==> config.mk <==
export PLATFORM = sky130hd
export DESIGN_NAME = dpfc_ctrl
export DESIGN_NICKNAME = d
export VERILOG_FILES = /design/src/hdl/dpfc_pkg.sv /design/src/hdl/dpfc_ctrl.sv
export SDC_FILE = /design/constraint.sdc
export NUM_CORES = 1
export LEC_CHECK = 0
export BUFFER_PORTS_ARGS = -buffer_cell sky130_fd_sc_hd__buf_2
export CORE_MARGIN = 2
export CORE_UTILIZATION = 25
export CTS_BUF_LIST = sky130_fd_sc_hd__clkbuf_2 sky130_fd_sc_hd__clkbuf_4 sky130_fd_sc_hd__clkbuf_8
export CTS_CLUSTER_SIZE = 25
export DETAILED_ROUTE_END_ITERATION = 10
export PLACE_DENSITY = 0.66
export SYNTH_ARGS = -nofsm -noshare
export SYNTH_HDL_FRONTEND = slang
export SYNTH_SLANG_ARGS = --single-unit
==> constraint.sdc <==
create_clock -name clk -period 1.7 [get_ports clk]
set_input_delay 0.17 -clock clk [delete_from_list [all_inputs] [get_ports clk]]
set_output_delay 0.17 -clock clk [all_outputs]
set_load 0.02 [all_outputs]
==> src/hdl/dpfc_pkg.sv <==
// ----------------------------------------------------------------------------
// dpfc_pkg
// shared constants and command/status types for the prime factor counter
// ----------------------------------------------------------------------------
package dpfc_pkg;

    localparam int unsigned MaxPrimesDefault  = 65536;
    localparam int unsigned WindowSizeDefault = 131072;

    localparam int unsigned ValueW  = 64;
    localparam int unsigned PrimeW  = 32;
    localparam int unsigned IndexW  = 16;
    localparam int unsigned OffsetW = 17;
    localparam int unsigned PcountW = 17;
    localparam int unsigned CountW  = 4;
    localparam int unsigned CfgW    = 64;
    localparam int unsigned CfgIdxW = 1;

    localparam logic [CountW-1:0] CountMax = 4'd15;

    localparam logic [CfgIdxW-1:0] RegBaseValue  = 1'b0;
    localparam logic [CfgIdxW-1:0] RegPrimeCount = 1'b1;

    localparam logic ActLoad  = 1'b0;
    localparam logic ActCount = 1'b1;

    // controller to datapath
    typedef struct packed {
        logic start;      // capture value, clear count
        logic rd_prime;   // issue table read at walk index
        logic div_start;  // start a division of the value by the read prime
        logic commit;     // take quotient as new value
        logic hit;        // bump count
        logic next_idx;   // advance walk index
        logic finish;     // add remainder hit, load output register
    } dpfc_cmd_t;

    // datapath to controller
    typedef struct packed {
        logic value_zero;
        logic value_one;
        logic idx_done;
        logic prime_small;
        logic div_busy;
        logic rem_zero;
    } dpfc_sts_t;

endpackage

==> src/hdl/dpfc_ctrl.sv <==
// ----------------------------------------------------------------------------
// dpfc_ctrl
// sequencer for the trial division walk and the request handshakes
// ----------------------------------------------------------------------------
module dpfc_ctrl
    import dpfc_pkg::*;
#(
    parameter int unsigned WINDOW_SIZE = WindowSizeDefault
)
(
    input  logic               clk,
    input  logic               rst_n,
    input  logic               in_valid,
    output logic               in_stall,
    input  logic               action,
    input  logic [OffsetW-1:0] offset,
    output logic               out_valid,
    input  logic               out_stall,
    output logic               tbl_we,
    output dpfc_cmd_t          cmd,
    input  dpfc_sts_t          sts
);

    typedef enum logic [2:0] {
        ST_IDLE,
        ST_CHECK,
        ST_READ,
        ST_DIVSTART,
        ST_DIVWAIT,
        ST_DONE
    } state_t;

    state_t state_reg, state_next;
    logic   out_valid_reg, out_valid_next;
    logic   found_reg, found_next;
    logic   accept;
    logic   in_window;

    assign in_window = (32'(offset) < WINDOW_SIZE);
    assign in_stall  = (state_reg != ST_IDLE);
    assign accept    = in_valid && !in_stall;
    assign tbl_we    = accept && (action == ActLoad);
    assign out_valid = out_valid_reg;

    always_comb
    begin
        state_next     = state_reg;
        out_valid_next = out_valid_reg;
        found_next     = found_reg;
        cmd            = '0;
        if (out_valid_reg && !out_stall)
        begin
            out_valid_next = 1'b0;
        end
        unique case (state_reg)
            ST_IDLE:
            begin
                if (accept && (action == ActCount) && in_window)
                begin
                    cmd.start  = 1'b1;
                    state_next = ST_CHECK;
                end
            end
            ST_CHECK:
            begin
                found_next = 1'b0;
                if (sts.value_zero || sts.value_one || sts.idx_done)
                begin
                    state_next = ST_DONE;
                end
                else
                begin
                    cmd.rd_prime = 1'b1;
                    state_next   = ST_READ;
                end
            end
            ST_READ:
            begin
                if (sts.prime_small)
                begin
                    cmd.next_idx = 1'b1;
                    state_next   = ST_CHECK;
                end
                else
                begin
                    cmd.div_start = 1'b1;
                    state_next    = ST_DIVSTART;
                end
            end
            ST_DIVSTART:
            begin
                state_next = ST_DIVWAIT;
            end
            ST_DIVWAIT:
            begin
                if (!sts.div_busy)
                begin
                    if (sts.rem_zero)
                    begin
                        // divide the quotient again by the same prime
                        cmd.commit = 1'b1;
                        cmd.hit    = !found_reg;
                        found_next = 1'b1;
                        state_next = ST_READ;
                    end
                    else
                    begin
                        cmd.next_idx = 1'b1;
                        state_next   = ST_CHECK;
                    end
                end
            end
            ST_DONE:
            begin
                if (!out_valid_reg || !out_stall)
                begin
                    cmd.finish     = 1'b1;
                    out_valid_next = 1'b1;
                    state_next     = ST_IDLE;
                end
            end
            default:
            begin
                state_next = ST_IDLE;
            end
        endcase
    end

    always_ff @(posedge clk or negedge rst_n)
    begin
        if (!rst_n)
        begin
            state_reg     <= ST_IDLE;
            out_valid_reg <= 1'b0;
            found_reg     <= 1'b0;
        end
        else
        begin
            state_reg     <= state_next;
            out_valid_reg <= out_valid_next;
            found_reg     <= found_next;
        end
    end

    assert property (@(posedge clk) disable iff (!rst_n)
        cmd.finish |=> out_valid_reg)
        else $error("finish did not raise output valid");

    assert property (@(posedge clk) disable iff (!rst_n)
        (state_reg != ST_IDLE) |-> in_stall)
        else $error("input taken while busy");

    assert property (@(posedge clk) disable iff (!rst_n)
        cmd.finish |-> (!out_valid_reg || !out_stall))
        else $error("stalled result overwritten");

    assert property (@(posedge clk) disable iff (!rst_n)
        cmd.div_start |-> !sts.div_busy)
        else $error("divider restarted while busy");

endmodule

==> results.sh <==
export IMPL_numCtsBuffers=3
export IMPL_arrival_ns=1.47
export IMPL_dieArea_um2=1822
export IMPL_endpoint_kind="output pin"
export IMPL_worst_slew_pin_slew_ns=0.3668
export IMPL_io_pins=38
export IMPL_crit_fanout=3
export IMPL_synth_seq_area_share=0.3344
export IMPL_drc=0
export IMPL_dp_hpwl_um=740
export IMPL_nNetsFinal=98
export IMPL_drtPass1Iterations=5
export IMPL_grt_usage=0.1246
export IMPL_setup_viol=0
export IMPL_ys_types=23
export IMPL_clk_latency_ns=0.25
export IMPL_cts_tree="done"
export IMPL_netSwitchingPower_mw=0.4237
export IMPL_fin_cells=84
export IMPL_timing_hold_ws_ns=0.2069
export IMPL_fmax_mhz=610.8
export IMPL_fin_crit_ns=1.637
export IMPL_cts_sinks=5
export IMPL_drive_gt1_frac=0.5217
export IMPL_cap_violations=0
export IMPL_synthTopCellsByArea="dfrtp_1 (33%), a21oi_1 (5.4%), nand2b_1 (5.0%), nand3_1 (4.0%), a21o_1 (4.0%)"
export IMPL_comb_power_share=0.564
export IMPL_p_leak_nw=0.2904
export IMPL_synth_ff_type="dfrtp_1"
export IMPL_clock_skew_ns=0.01051
export IMPL_period_share=0.9630
export IMPL_p_sw_frac=0.4584
export IMPL_clockBufferDepth=2
export IMPL_hold_viol=0
export IMPL_rsz0062_at_grt="false"
export IMPL_globalplace_congestion=0.7374
export IMPL_max_slew_margin=0.7536
export IMPL_place_inst=77
export IMPL_critPathKind="reg2out"
export IMPL_clkPwrFrac=0.153
export IMPL_drt_iter0_drc=10
export IMPL_syn_num_nets=72
export IMPL_largest_reg_flops=3
export IMPL_die_w_um=42.69
export IMPL_synth_top_area_frac=0.3344
export IMPL_routed_wirelength_um=1007
export IMPL_syn_avg_cell_area_um2=8.502
export IMPL_min_path_type="in2reg"
export IMPL_p_int_mw=0.5006
export IMPL_cts_root_buf="clkbuf_4"
export IMPL_routedWlPerCell_um=11.99
export IMPL_pwr_share_seq=0.282
export IMPL_overflow=0
export IMPL_core_rowCount=13
export IMPL_via_per_inst=4.940
export IMPL_fp_dieH_um=42.69
export IMPL_cp_required_ns=1.53
export IMPL_coreArea_um2=1350
export IMPL_n_antenna_cell=0
export IMPL_ys_seq_elements=5
export IMPL_grt_max_degree=13
export IMPL_synth_edff_count=0
export IMPL_antenna_found_initial=0
export IMPL_yosys_area_top_type="dfrtp_1"
export IMPL_h_tree_depth=1
export IMPL_ir_drop_v=0.0005553
export IMPL_portBuffers=20
export IMPL_clk_pin_slew_ns=0.05
export IMPL_drv_slew=0
export IMPL_netlist_instances=44
export IMPL_powerDensity_nw_per_um2=1627
export IMPL_ys_async_sr_fraction=1.000
export IMPL_status="complete, no violations"
export IMPL_final_setup_tns_ns=0
export IMPL_yosysWarnings=0
export IMPL_via_count=415
export IMPL_startpoint_type="register"
export IMPL_grt_pass1_vias=406
export IMPL_initial_core_util=0.2771
export IMPL_netlist_area_um2=374.1
export IMPL_grt_pass1_wl_um=1628
export IMPL_syn_to_final_growth_pct=51.84
export IMPL_ant_nets=0
## cell usage after synthesis (2+ instances only)
| cell type | instances |
|---|---|
| nand3_1 | 3 |
| inv_1 | 3 |
| nand2_1 | 4 |
| nand3b_1 | 2 |
| a21o_1 | 2 |
| buf_2 | 2 |
| nand2b_1 | 3 |
| dfrtp_1 | 5 |
| nor2_1 | 2 |
| nor3_1 | 2 |
| a21oi_1 | 4 |
## placed cells by master (no fill, tap or decap), types with 2 or more instances in the layout
cell type | Yosys | routed
buf_2 | 2 | 18
nand2_1 | 4 | 4
dfrtp_2 | 0 | 2
nand2b_1 | 3 | 2
a21o_1 | 2 | 2
inv_1 | 3 | 3
nand3_1 | 3 | 3
a21oi_1 | 4 | 3
nand3b_1 | 2 | 2
nor2_1 | 2 | 2
dfrtp_1 | 5 | 3
clkbuf_4 | 0 | 3
buf_4 | 0 | 5
## metal layers
layer,global-route usage,share of wire
met1,0.1377,0.44
met5,0,0
met2,0.1970,0.51
met3,0.02553,0.053
met4,0.1125,0
## through the flow
stage	area, µm²	setup slack [ns]	power, mW	util
2_1_floorplan	382.9	0.1494	0.5997	-
3_3_place_gp	488.0	0.2290	0.6939	0.3614
3_5_place_dp	488.0	0.2168	0.7077	0.3614
4_1_cts	541.8	0.01838	0.8882	0.4013
5_1_grt	568.0	0.01046	0.9920	0.4208
6_report	568.0	0.06289	0.9243	0.4208
## power groups by stage
| stage | registers (mW) | clock network, mW | logic (mW) |
|---|---|---|---|
| floorplan | 0.210 | 0 | 0.390 |
| global placement | 0.253 | 0 | 0.441 |
| detailed placement | 0.257 | 0 | 0.450 |
| CTS | 0.252 | 0.146 | 0.491 |
| global route | 0.270 | 0.154 | 0.568 |
| finish | 0.261 | 0.142 | 0.522 |
## critical path, cell delays in order (launching register included)
cell     delay (ns)
dfrtp_1        0.33
inv_1          0.07
or4_4          0.53
a21oi_2        0.14
buf_4          0.14
## what timing repair did
item,CTS,global route
endpoints found under the setup margin,2,4
gates resized for setup,2,6
pin swaps,0,2
hold buffers,1,0
buffers inserted,1,1
endpoints found under the hold margin,5,0
## cell type report
| cell class | count | area (µm²) |
|---|---|---|
| multi-input combinational | 33 | 245.2 |
| clock inverter | 1 | 5.005 |
| tap | 15 | 18.77 |
| clock buffer | 3 | 22.52 |
| fill | 137 | 782.0 |
| sequential | 5 | 127.6 |
| inverter | 3 | 11.26 |
| timing repair buffer | 24 | 137.6 |
## cells by family (layout without fill, tap and decap cells)
group | after synthesis | after routing | share of synthesized area
DFF | 5 | 5 | 0.3344
AOI/OAI and AO/OA | 11 | 11 | 0.2207
buffers and inverters | 6 | 31 | 0.08695
and+or+nand+nor | 22 | 22 | 0.3579
## final timing paths
kind / start / end / slack (ns) / cells past startpoint
worst max register to register: state_reg[2]$_DFFE_PN0P_ / state_reg[1]$_DFFE_PN0P_ / 0.32 / 4
max in group asynchronous: rst_n / state_reg[0]$_DFFE_PN0P_ / 1.29 / 2
worst min register to register: found_reg$_DFFE_PN0P_ / found_reg$_DFFE_PN0P_ / 0.48 / 1
worst max-delay path: state_reg[2]$_DFFE_PN0P_ / cmd[1] / 0.06 / 4
min in group asynchronous: rst_n / state_reg[2]$_DFFE_PN0P_ / 0.27 / 2
worst min-delay path: out_stall / out_valid$_DFF_PN0_ / 0.21 / 3
(Power assumes the default switching activity.)
